--- src/sv/ip_address_text_validator_macros.svh ---
// Assertion macros shared by the address text validator RTL.
`ifndef IP_ADDRESS_TEXT_VALIDATOR_MACROS_SVH
`define IP_ADDRESS_TEXT_VALIDATOR_MACROS_SVH

// Same-cycle implication, checked on every rising clock edge out of reset.
`define IPATV_ASSERT_NOW(label, ante, cons, msg) \
    label: assert property (@(posedge i_clk) disable iff (!i_rst_n) \
        (ante) |-> (cons)) else $error(msg);

// Next-cycle implication.
`define IPATV_ASSERT_NEXT(label, ante, cons, msg) \
    label: assert property (@(posedge i_clk) disable iff (!i_rst_n) \
        (ante) |=> (cons)) else $error(msg);

`endif

--- src/sv/ipatv_pkg.sv ---
// Package: constants and types of the IPv4/IPv6 address text validator.
package ipatv_pkg;

    localparam int unsigned CHAR_W      = 8;
    localparam int unsigned CNT_W       = 6;

    localparam logic [CNT_W-1:0] V4_MAX_LEN = 6'd15;
    localparam logic [CNT_W-1:0] V6_MAX_LEN = 6'd39;
    localparam logic [CNT_W-1:0] CNT_SAT    = 6'd40;

    localparam logic [9:0] OCTET_MAX = 10'd255;
    localparam logic [7:0] MCAST_LO  = 8'd224;
    localparam logic [7:0] MCAST_HI  = 8'd239;

    localparam logic [CHAR_W-1:0] CHAR_0     = 8'h30;
    localparam logic [CHAR_W-1:0] CHAR_9     = 8'h39;
    localparam logic [CHAR_W-1:0] CHAR_LA    = 8'h61;
    localparam logic [CHAR_W-1:0] CHAR_LF    = 8'h66;
    localparam logic [CHAR_W-1:0] CHAR_UA    = 8'h41;
    localparam logic [CHAR_W-1:0] CHAR_UF    = 8'h46;
    localparam logic [CHAR_W-1:0] CHAR_DOT   = 8'h2E;
    localparam logic [CHAR_W-1:0] CHAR_COLON = 8'h3A;

    // running parse state
    typedef struct packed {
        logic [CNT_W-1:0] char_count;
        logic             v4_ok;
        logic [2:0]       v4_octets;
        logic [1:0]       v4_digits;
        logic [9:0]       v4_value;
        logic             v4_lead_zero;
        logic [7:0]       v4_first;
        logic             v6_ok;
        logic [2:0]       v6_digits;
        logic [3:0]       v6_groups;
        logic [1:0]       v6_run;
        logic             v6_run_start;
        logic             v6_compress;
    } t_parse;

    localparam t_parse PARSE_RESET = '{
        char_count:   '0,
        v4_ok:        1'b1,
        v4_octets:    '0,
        v4_digits:    '0,
        v4_value:     '0,
        v4_lead_zero: 1'b0,
        v4_first:     '0,
        v6_ok:        1'b1,
        v6_digits:    '0,
        v6_groups:    '0,
        v6_run:       '0,
        v6_run_start: 1'b0,
        v6_compress:  1'b0
    };

    // verdict, lowest bit first: valid_ipv4, valid_ipv6, valid_any, multicast_v4
    typedef struct packed {
        logic multicast_v4;
        logic valid_any;
        logic valid_ipv6;
        logic valid_ipv4;
    } t_verdict;

endpackage

--- src/sv/ip_address_text_validator.sv ---
// Top level: streaming IPv4/IPv6 address text validator.
//
// Usage:
// - Slave stream: one ASCII character per transfer in s_axis_tdata, s_axis_tlast
//   on the final character of the address string.
// - Master stream: one verdict transfer per string, produced for the transfer
//   carrying tlast. Non-last characters produce nothing on the master side.
// - Throughput: one character per cycle, sustained, as long as verdicts are
//   taken. Every character passes an input register, then one pass of small
//   parse logic updates the running state (and on tlast the verdict register).
// - Verdict path: a last character passes the input register, then waits there
//   until the verdict register is free or being taken; that register drives m_axis_tvalid.
// - Stall: a waiting verdict does not block input; one more string's
//   characters keep flowing until its own last character sits in the input
//   register with the verdict register still full, then s_axis_tready drops.
// - Reset (i_rst_n low, synchronous): both stages empty, parse state back to
//   its start values. After each verdict the parse state also restarts, so
//   strings follow back to back.
`include "ip_address_text_validator_macros.svh"

module ip_address_text_validator
    import ipatv_pkg::*;
(
    input  logic              i_clk,
    input  logic              i_rst_n,
    // slave stream
    input  logic              s_axis_tvalid,
    output logic              s_axis_tready,
    input  logic [CHAR_W-1:0] s_axis_tdata,   // [7:0] ascii_char
    input  logic              s_axis_tlast,   // is_last
    // master stream
    output logic              m_axis_tvalid,
    input  logic              m_axis_tready,
    output logic [7:0]        m_axis_tdata    // [0] valid_ipv4, [1] valid_ipv6,
                                              // [2] valid_any, [3] multicast_v4,
                                              // [7:4] zero
);

    // input register
    logic              r_in_valid;
    logic [CHAR_W-1:0] r_in_char;
    logic              r_in_last;

    // parse state and verdict register
    t_parse   r_st, n_st;
    logic     r_out_valid;
    t_verdict r_out, n_out;

    logic advance;   // input register item is consumed this cycle

    // a last character may only move on when the verdict slot frees up
    assign advance       = r_in_valid && (!r_in_last || !r_out_valid || m_axis_tready);
    assign s_axis_tready = !r_in_valid || advance;

    assign m_axis_tvalid = r_out_valid;
    assign m_axis_tdata  = {4'b0000, r_out};

    always_ff @(posedge i_clk) begin
        if (!i_rst_n) begin
            r_in_valid <= 1'b0;
        end else if (s_axis_tready) begin
            r_in_valid <= s_axis_tvalid;
        end
    end

    always_ff @(posedge i_clk) begin
        if (s_axis_tvalid && s_axis_tready) begin
            r_in_char <= s_axis_tdata;
            r_in_last <= s_axis_tlast;
        end
    end

    // parse one character
    always_comb begin
        t_parse            s;
        logic              is_dec;
        logic              is_hex;
        logic [3:0]        dig;
        logic [13:0]       prod;
        logic [3:0]        groups_fin;
        logic              v4;
        logic              v6;
        logic              v6_ok_fin;

        s      = r_st;
        is_dec = r_in_char inside {[CHAR_0:CHAR_9]};
        is_hex = r_in_char inside {[CHAR_0:CHAR_9], [CHAR_LA:CHAR_LF], [CHAR_UA:CHAR_UF]};
        dig    = r_in_char[3:0];
        prod   = 14'(r_st.v4_value) * 14'd10 + 14'(dig);

        // length, saturating just past the IPv6 limit
        if (s.char_count < CNT_SAT) begin
            s.char_count = s.char_count + 6'd1;
        end
        if (s.char_count > V4_MAX_LEN) s.v4_ok = 1'b0;
        if (s.char_count > V6_MAX_LEN) s.v6_ok = 1'b0;

        // IPv4 dotted quad
        if (is_dec) begin
            if (s.v4_digits == 2'd3) begin
                s.v4_ok = 1'b0;
            end else if (s.v4_digits != 2'd0 && s.v4_lead_zero) begin
                s.v4_ok = 1'b0;
            end else begin
                if (s.v4_digits == 2'd0) s.v4_lead_zero = (dig == 4'd0);
                s.v4_value  = prod[9:0];
                s.v4_digits = s.v4_digits + 2'd1;
                if (prod[9:0] > OCTET_MAX) s.v4_ok = 1'b0;
            end
        end else if (r_in_char == CHAR_DOT) begin
            if (s.v4_digits == 2'd0 || s.v4_octets >= 3'd3) begin
                s.v4_ok = 1'b0;
            end else begin
                if (s.v4_octets == 3'd0) s.v4_first = s.v4_value[7:0];
                s.v4_octets    = s.v4_octets + 3'd1;
                s.v4_digits    = '0;
                s.v4_value     = '0;
                s.v4_lead_zero = 1'b0;
            end
        end else begin
            s.v4_ok = 1'b0;
        end

        // IPv6 groups and colon runs
        if (is_hex) begin
            // a single leading colon followed by a digit
            if (s.v6_run_start && s.v6_run == 2'd1) s.v6_ok = 1'b0;
            s.v6_run       = '0;
            s.v6_run_start = 1'b0;
            if (s.v6_digits < 3'd5) s.v6_digits = s.v6_digits + 3'd1;
            if (s.v6_digits > 3'd4) s.v6_ok = 1'b0;
        end else if (r_in_char == CHAR_COLON) begin
            if (s.v6_digits != 3'd0 && s.v6_groups != 4'd15) begin
                s.v6_groups = s.v6_groups + 4'd1;
            end
            s.v6_digits = '0;
            if (s.char_count == 6'd1) s.v6_run_start = 1'b1;
            if (s.v6_run != 2'd3) s.v6_run = s.v6_run + 2'd1;
            if (s.v6_run == 2'd2) begin
                if (s.v6_compress) s.v6_ok = 1'b0;
                s.v6_compress = 1'b1;
            end else if (s.v6_run == 2'd3) begin
                s.v6_ok = 1'b0;
            end
        end else begin
            s.v6_ok = 1'b0;
        end

        // verdict on the last character
        v4 = s.v4_ok && s.v4_octets == 3'd3 && s.v4_digits != 2'd0;

        v6_ok_fin  = s.v6_ok && (s.v6_run != 2'd1);   // no trailing lone colon
        groups_fin = (s.v6_digits != 3'd0 && s.v6_groups != 4'd15) ?
                     s.v6_groups + 4'd1 : s.v6_groups;
        v6 = v6_ok_fin && (s.v6_compress ? (groups_fin <= 4'd7) : (groups_fin == 4'd8));

        n_out.valid_ipv4   = v4;
        n_out.valid_ipv6   = v6;
        n_out.valid_any    = v4 || v6;
        n_out.multicast_v4 = v4 && (s.v4_first inside {[MCAST_LO:MCAST_HI]});

        n_st = r_in_last ? PARSE_RESET : s;
    end

    always_ff @(posedge i_clk) begin
        if (!i_rst_n) begin
            r_st <= PARSE_RESET;
        end else if (advance) begin
            r_st <= n_st;
        end
    end

    always_ff @(posedge i_clk) begin
        if (!i_rst_n) begin
            r_out_valid <= 1'b0;
        end else if (advance && r_in_last) begin
            r_out_valid <= 1'b1;
        end else if (m_axis_tready) begin
            r_out_valid <= 1'b0;
        end
    end

    always_ff @(posedge i_clk) begin
        if (advance && r_in_last) begin
            r_out <= n_out;
        end
    end

    `IPATV_ASSERT_NOW(a_mcast_is_v4, r_out_valid && r_out.multicast_v4,
        r_out.valid_ipv4 && r_out.valid_any, "multicast verdict without valid IPv4")
    `IPATV_ASSERT_NOW(a_count_sat, 1'b1, r_st.char_count <= CNT_SAT,
        "character count beyond saturation")
    `IPATV_ASSERT_NEXT(a_restart, advance && r_in_last,
        r_st.char_count == '0 && r_out_valid, "parse state not restarted after verdict")
    `IPATV_ASSERT_NOW(a_stall_cause, !s_axis_tready,
        r_in_valid && r_in_last && r_out_valid && !m_axis_tready,
        "input stalled without a blocked verdict")
    `IPATV_ASSERT_NEXT(a_hold_state, r_in_valid && !advance, $stable(r_st),
        "parse state moved while input was blocked")

endmodule

--- config.mk ---
export PLATFORM = sky130hd
export DESIGN_NAME = ip_address_text_validator
export DESIGN_NICKNAME = d
export VERILOG_FILES = /design/src/sv/ipatv_pkg.sv /design/src/sv/ip_address_text_validator.sv
export VERILOG_INCLUDE_DIRS = /design/src /design/src/sv
export SDC_FILE = /design/constraint.sdc
export NUM_CORES = 1
export LEC_CHECK = 0
export BUFFER_PORTS_ARGS = -buffer_cell sky130_fd_sc_hd__buf_4
export CAP_MARGIN = 25
export CORE_AREA = 2 2 89 83
export DETAILED_ROUTE_END_ITERATION = 10
export DIE_AREA = 0 0 91 85
export PLACE_DENSITY = 0.73
export SYNTH_ARGS = -nofsm -noshare
export SYNTH_HDL_FRONTEND = slang
export SYNTH_SLANG_ARGS = --single-unit
export TNS_END_PERCENT = 5
--- constraint.sdc ---
create_clock -name i_clk -period 3.01 [get_ports i_clk]
set_input_delay 0.1505 -clock i_clk [delete_from_list [all_inputs] [get_ports i_clk]]
set_output_delay 0.1505 -clock i_clk [all_outputs]
set_load 0.1 [all_outputs]
# After elaboration in Yosys (flattened, before gate mapping)
# Index checks and enable logic that the tools add are counted.
[word_totals]
ff_bits = 58
output_inout_bits = 10
wordCells = 144
input_bits = 13
[classes]
n_eq_ne = 17
n_mul = 1
addsub = 8
magnitude_cmp = 16
n_mux = 42
reduce_logical = 39
[op_table]
columns = ["operator", "n"]
rows = [
  ["$mux 24", 2],
  ["$mux 43", 1],
  ["$mux 13", 3],
  ["$mux 1", 21],
  ["$reduce_bool 3->1", 6],
  ["$eq 8x6->1 const B", 2],
  ["$ge 8x7->1 const B", 2],
  ["$le 8x7->1 const B", 2],
  ["$logic_and 1x1->1", 16],
  ["$mux 4", 4],
  ["$mux 8", 2],
  ["$mux 3", 4],
  ["$mux 11", 1],
  ["$add 10x4->10", 1],
  ["$gt 10x8->1 const B", 1],
  ["$mul 10x3->9 const B", 1],
  ["$ne 3x3->1 const B", 3],
  ["$add 4x1->4 const B", 2],
  ["$ge 8x6->1 const B", 1],
  ["$ge 8x8->1 const B", 1],
  ["$le 8x6->1 const B", 1],
  ["$le 8x8->1 const B", 1],
  ["$ne 4x4->1 const B", 2],
  ["$add 3x1->3 const B", 2],
  ["28 further kinds", 41],
]

# Depth between registers and ports, before layout
[depth]
depth_word = 16
mapped_depth = 12

# Worst setup path after synthesis
# No wires, ideal clock.
[synth_timing]
path_type = "register to register"
from = "reg r_in_char[2]"
to = "reg r_out, in the netlist m_axis_tdata[2] (data pin)"
setup_slack_ns = -0.020
t_required_ns = 2.860
t_arrival_ns = 2.880
stages_incl_launch_ff = 11
path_cell_list = "edfxtp_1 > and4bb_2 > nand4_1 > mux2_2 > ha_1 > xnor2_1 > o32ai_1 > nor2_1 > or4b_1 > o211a_1 > o211ai_2"
[synth_lines]
columns = ["element", "line", "rtl"]
rows = [
  ["start, declared", "ip_address_text_validator.sv:41", "logic [CHAR_W-1:0] r_in_char;"],
  ["start signal, assigned", "ip_address_text_validator.sv:68", "r_in_char <= s_axis_tdata;"],
  ["end signal, assigned", "ip_address_text_validator.sv:185", "r_out <= n_out;"],
  ["end, declared", "ip_address_text_validator.sv:47", "t_verdict r_out, n_out;"],
]

==> flow_metrics.tcl <==
set metrics [dict create \
    switchingPower_uw 340 \
    peakVddDrop_mv 0.262 \
    rows 29 \
    cts.sinks 53 \
    path_cells "and4bb_2 > nand4_1 > mux2_4 > ha_4 > xnor2_1 > o32ai_1 > nor2_1 > or4b_1 > o211a_1 > o211ai_2" \
    io-pin-count 23 \
    dominantRegCellSynth "dfxtp_1" \
    ant_nets 0 \
    first_global_vias 2910 \
    yosysUniqueCellTypes 70 \
    power_frac_seq_pct 56.6 \
    leakage_nw 1.57 \
    yosysTopAreaCell "dfxtp_1" \
    placement.io_buffers 18 \
    pwr-share-clk_pct 31.8 \
    drt_iter0_drc 253 \
    clk_pin_slew_worst_paths_ns 0.09 \
    timing.rr.end "m_axis_tdata[2]$_DFFE_PP_" \
    synthesis.area_um2 3530 \
    first_pass_iters 4 \
    fp.dieW_um 91 \
    cts.path.max_buffers 2 \
    syn_to_final_growth_pct 16.4 \
    async_reset_ff_share_pct 0 \
    grt_usage_pct 21.9 \
    worstHoldStart "s_axis_tdata[3]" \
    arrival_ns 3.20 \
    die_y_um 85 \
    cpPeakStageDelay_ns 0.48 \
    fin_ws_ns -0.0169 \
    synth-edff-count 13 \
    timing.rr.start "r_in_char[6]$_DFFE_PP_" \
    p_comb_share_pct 11.6 \
    critical_path_class "reg2reg" \
    wirelength_um 8070 \
    clkLatencyLatePin_ns 0.31 \
    setup_violations 1 \
    ys_seq_area_share_pct 33.8 \
    grt_max_degree 39 \
    grt.overflow.total 0 \
    outcome "complete, but fails checks" \
    dp_cells 526 \
    clock-root-buffer "clkbuf_8" \
    wl_per_cell_um 14.9 \
    gp_congestion 0.897 \
    grt_pass1_wl_um 13800 \
    max_freq_mhz 330 \
    sw_frac_of_total_pct 25.7 \
    crit_path_end_kind "flip-flop" \
    hp-class "in2reg" \
    synth_cells 405 \
    die_area_um2 7740 \
    cp_max_fo 5 \
    syn_area_per_cell_um2 8.71 \
    violations "negative setup slack" \
    instances_no_fill 543 \
    drt-met1-wl_um 3980 \
    vias 3057 \
    rsz0062_at_grt "true" \
    r2r_cells 10 \
    wl_met2_um 3610 \
    cap_violations 0 \
    synth_area_leaders "dfxtp_1 23%, edfxtp_1 11%, ha_1 8.2%" \
    slew_violations 0 \
    antenna_found_initial 0 \
    required_ns 3.18 \
    r2r_setup_slack_ns -0.02 \
    yosys_warnings 0 \
    fin_skew_ns 0.00556 \
    initial_core_util_pct 51.7 \
    cp_slowest_cell "or4b_1" \
    synth-seq-cells 53 \
    hold_viol 0 \
    hold_depth 1 \
    cts_tree "done" \
    htreeDepth 2 \
    antenna_cells 0 \
    drc 0 \
    viasPerCell 5.63 \
    startpoint_type "flip-flop" \
    wl_met3_um 390 \
    top_layer_used "met4" \
    min_to "r_in_char[3]$_DFFE_PP_" \
    layout.nets 487 \
    internal-power_uw 985 \
    placeableCoreArea_um2 6820 \
    cts_buffers 5 \
    hpwl_um 5880 \
    finalCritPeriodShare_pct 101 \
    drive_above_1_share_pct 16.4 \
    final_util_pct 60.1 \
    synth.top_cell.area_share_pct 22.7 \
    powerDensity_nw_per_um2 323 \
    worst_pin_slew_ns 0.532 \
    relSlewSlack_pct 64.3 \
    min_period_ns 3.03 \
]
==> flip-flops by register name, summed over array words and instances (netlist names) <==
signal / cells
r_in_valid: 1
r_st: 38
m_axis_tvalid: 1
r_in_last: 1
m_axis_tdata: 4
r_in_char: 8
==> cell usage after synthesis (2+ instances only) <==
library cell	instances
inv_1	17
o21ai_1	11
or3b_1	2
a211o_1	2
a21boi_0	4
nand4_1	7
mux2i_1	4
o21ai_0	14
nand2_1	35
nand2b_1	8
or4b_1	3
nor4_1	2
a21boi_1	10
nand4b_1	3
edfxtp_1	13
a21o_1	2
ha_1	23
o21a_1	4
xnor2_1	10
buf_4	4
nor2_1	23
or4_1	2
a21oi_1	18
nand3_1	19
or3_1	2
dfxtp_1	40
and4bb_2	2
buf_1	3
fa_1	2
and2_1	10
nor2b_1	21
o32ai_1	2
nor3_1	9
a31oi_1	4
o31ai_1	2
mux2_2	3
and3_1	3
xor2_1	4
nor3b_1	5
a22oi_1	10
clkbuf_1	14
==> placed cells by master, fill, tap and decap left out, types with 5 or more instances in the layout <==
cell           count
a21boi_1          10
nand2b_1           8
nor2_1            23
o21ai_1           10
nor3_1             9
nand3_1           19
nand2_1           35
ha_1              22
inv_1             17
dfxtp_1           40
dlygate4sd3_1      5
and2_1            10
edfxtp_1          13
a22oi_1           10
buf_4             51
nor2b_1           21
nand4_1            7
a21oi_1           18
clkbuf_8           6
xnor2_1           10
o21ai_0           14
==> worst max path at each step <==
stage | from | to | slack, ns | depth (start not counted)
final | r_in_char[6]$_DFFE_PP_ | m_axis_tdata[2]$_DFFE_PP_ | -0.02 | 10
after global routing | r_in_char[6]$_DFFE_PP_ | m_axis_tdata[2]$_DFFE_PP_ | -0.23 | 10
after CTS | r_st[22]$_SDFFE_PN0P_ | m_axis_tdata[2]$_DFFE_PP_ | 0.006 | 10
after detailed placement | r_in_char[6]$_DFFE_PP_ | m_axis_tdata[2]$_DFFE_PP_ | -0.0008 | 10
after global placement | r_st[22]$_SDFFE_PN0P_ | m_axis_tdata[2]$_DFFE_PP_ | 0.07 | 10
after floorplan | r_in_char[2]$_DFFE_PP_ | m_axis_tdata[2]$_DFFE_PP_ | 0.01 | 10
==> layout make-up <==
class / count / area [um^2]
tap: 93 / 116
sequential: 53 / 1190
timing repair buffer: 56 / 433
clock buffer: 8 / 90.1
inverter: 17 / 63.8
fill: 604 / 2720
multi-input combinational: 316 / 2210
==> routing by layer <==
metal | GRT usage (%) | up-vias
met5 | 0 | -
met4 | 6.34 | 0
met3 | 4.00 | 9
met2 | 34.7 | 68
met1 | 30.8 | 1429
li1 | - | 1551
==> stage by stage <==
step / setup TNS [ns] / hold slack (ns) / setup slack [ns] / power (mW) / area, um^2
2_1_floorplan: 0 / 0.249 / 0.0115 / 0.867 / 3540
3_3_place_gp: 0 / 0.329 / 0.0739 / 0.909 / 3910
3_5_place_dp: -0.000757 / 0.330 / -0.000757 / 0.911 / 3910
4_1_cts: 0 / 0.00175 / 0.00597 / 1.32 / 4020
5_1_grt: -0.438 / -0.000673 / -0.230 / 1.37 / 4100
6_report: -0.0169 / 0.00835 / -0.0169 / 1.33 / 4100
==> power groups by stage <==
stage	Combinational, mW	Sequential [mW]	Clock, mW
global placement	0.143	0.766	0
detailed placement	0.145	0.766	0
CTS	0.146	0.750	0.429
finish	0.154	0.750	0.422
floorplan	0.0895	0.777	0
global route	0.165	0.752	0.457
==> timing repair <==
action,4_1_cts,5_1_grt
resized for setup,0,3
hold buffers,0,5
buffers inserted,2,2
hold endpoints to repair,0,5
pin swaps,1,6
endpoints found under the setup margin,2,4
==> critical path: cells and delay by family, from the launching register on <==
| family | cells | cell delay (ns) |
|---|---|---|
| adders and majority gates | 1 | 0.19 |
| DFF | 1 | 0.42 |
| xor gates and xnor gates | 1 | 0.12 |
| muxes | 1 | 0.39 |
| and+or+nand+nor | 4 | 1.10 |
| AOI/OAI and AO/OA | 3 | 0.67 |
==> kinds of logic (layout without fill, tap and decap cells) <==
group	Yosys count	count (layout)	synth area share, %
mux	7	7	2.09
simple gates	164	164	26.4
buf+inv	39	81	4.61
xor+xnor	15	15	4.12
compound gates	101	101	19.6
flops	53	53	33.8
other cells	1	4	0.106
fa+ha+maj	25	25	9.30
No activity file was read; power rests on OpenSTA's default activity.
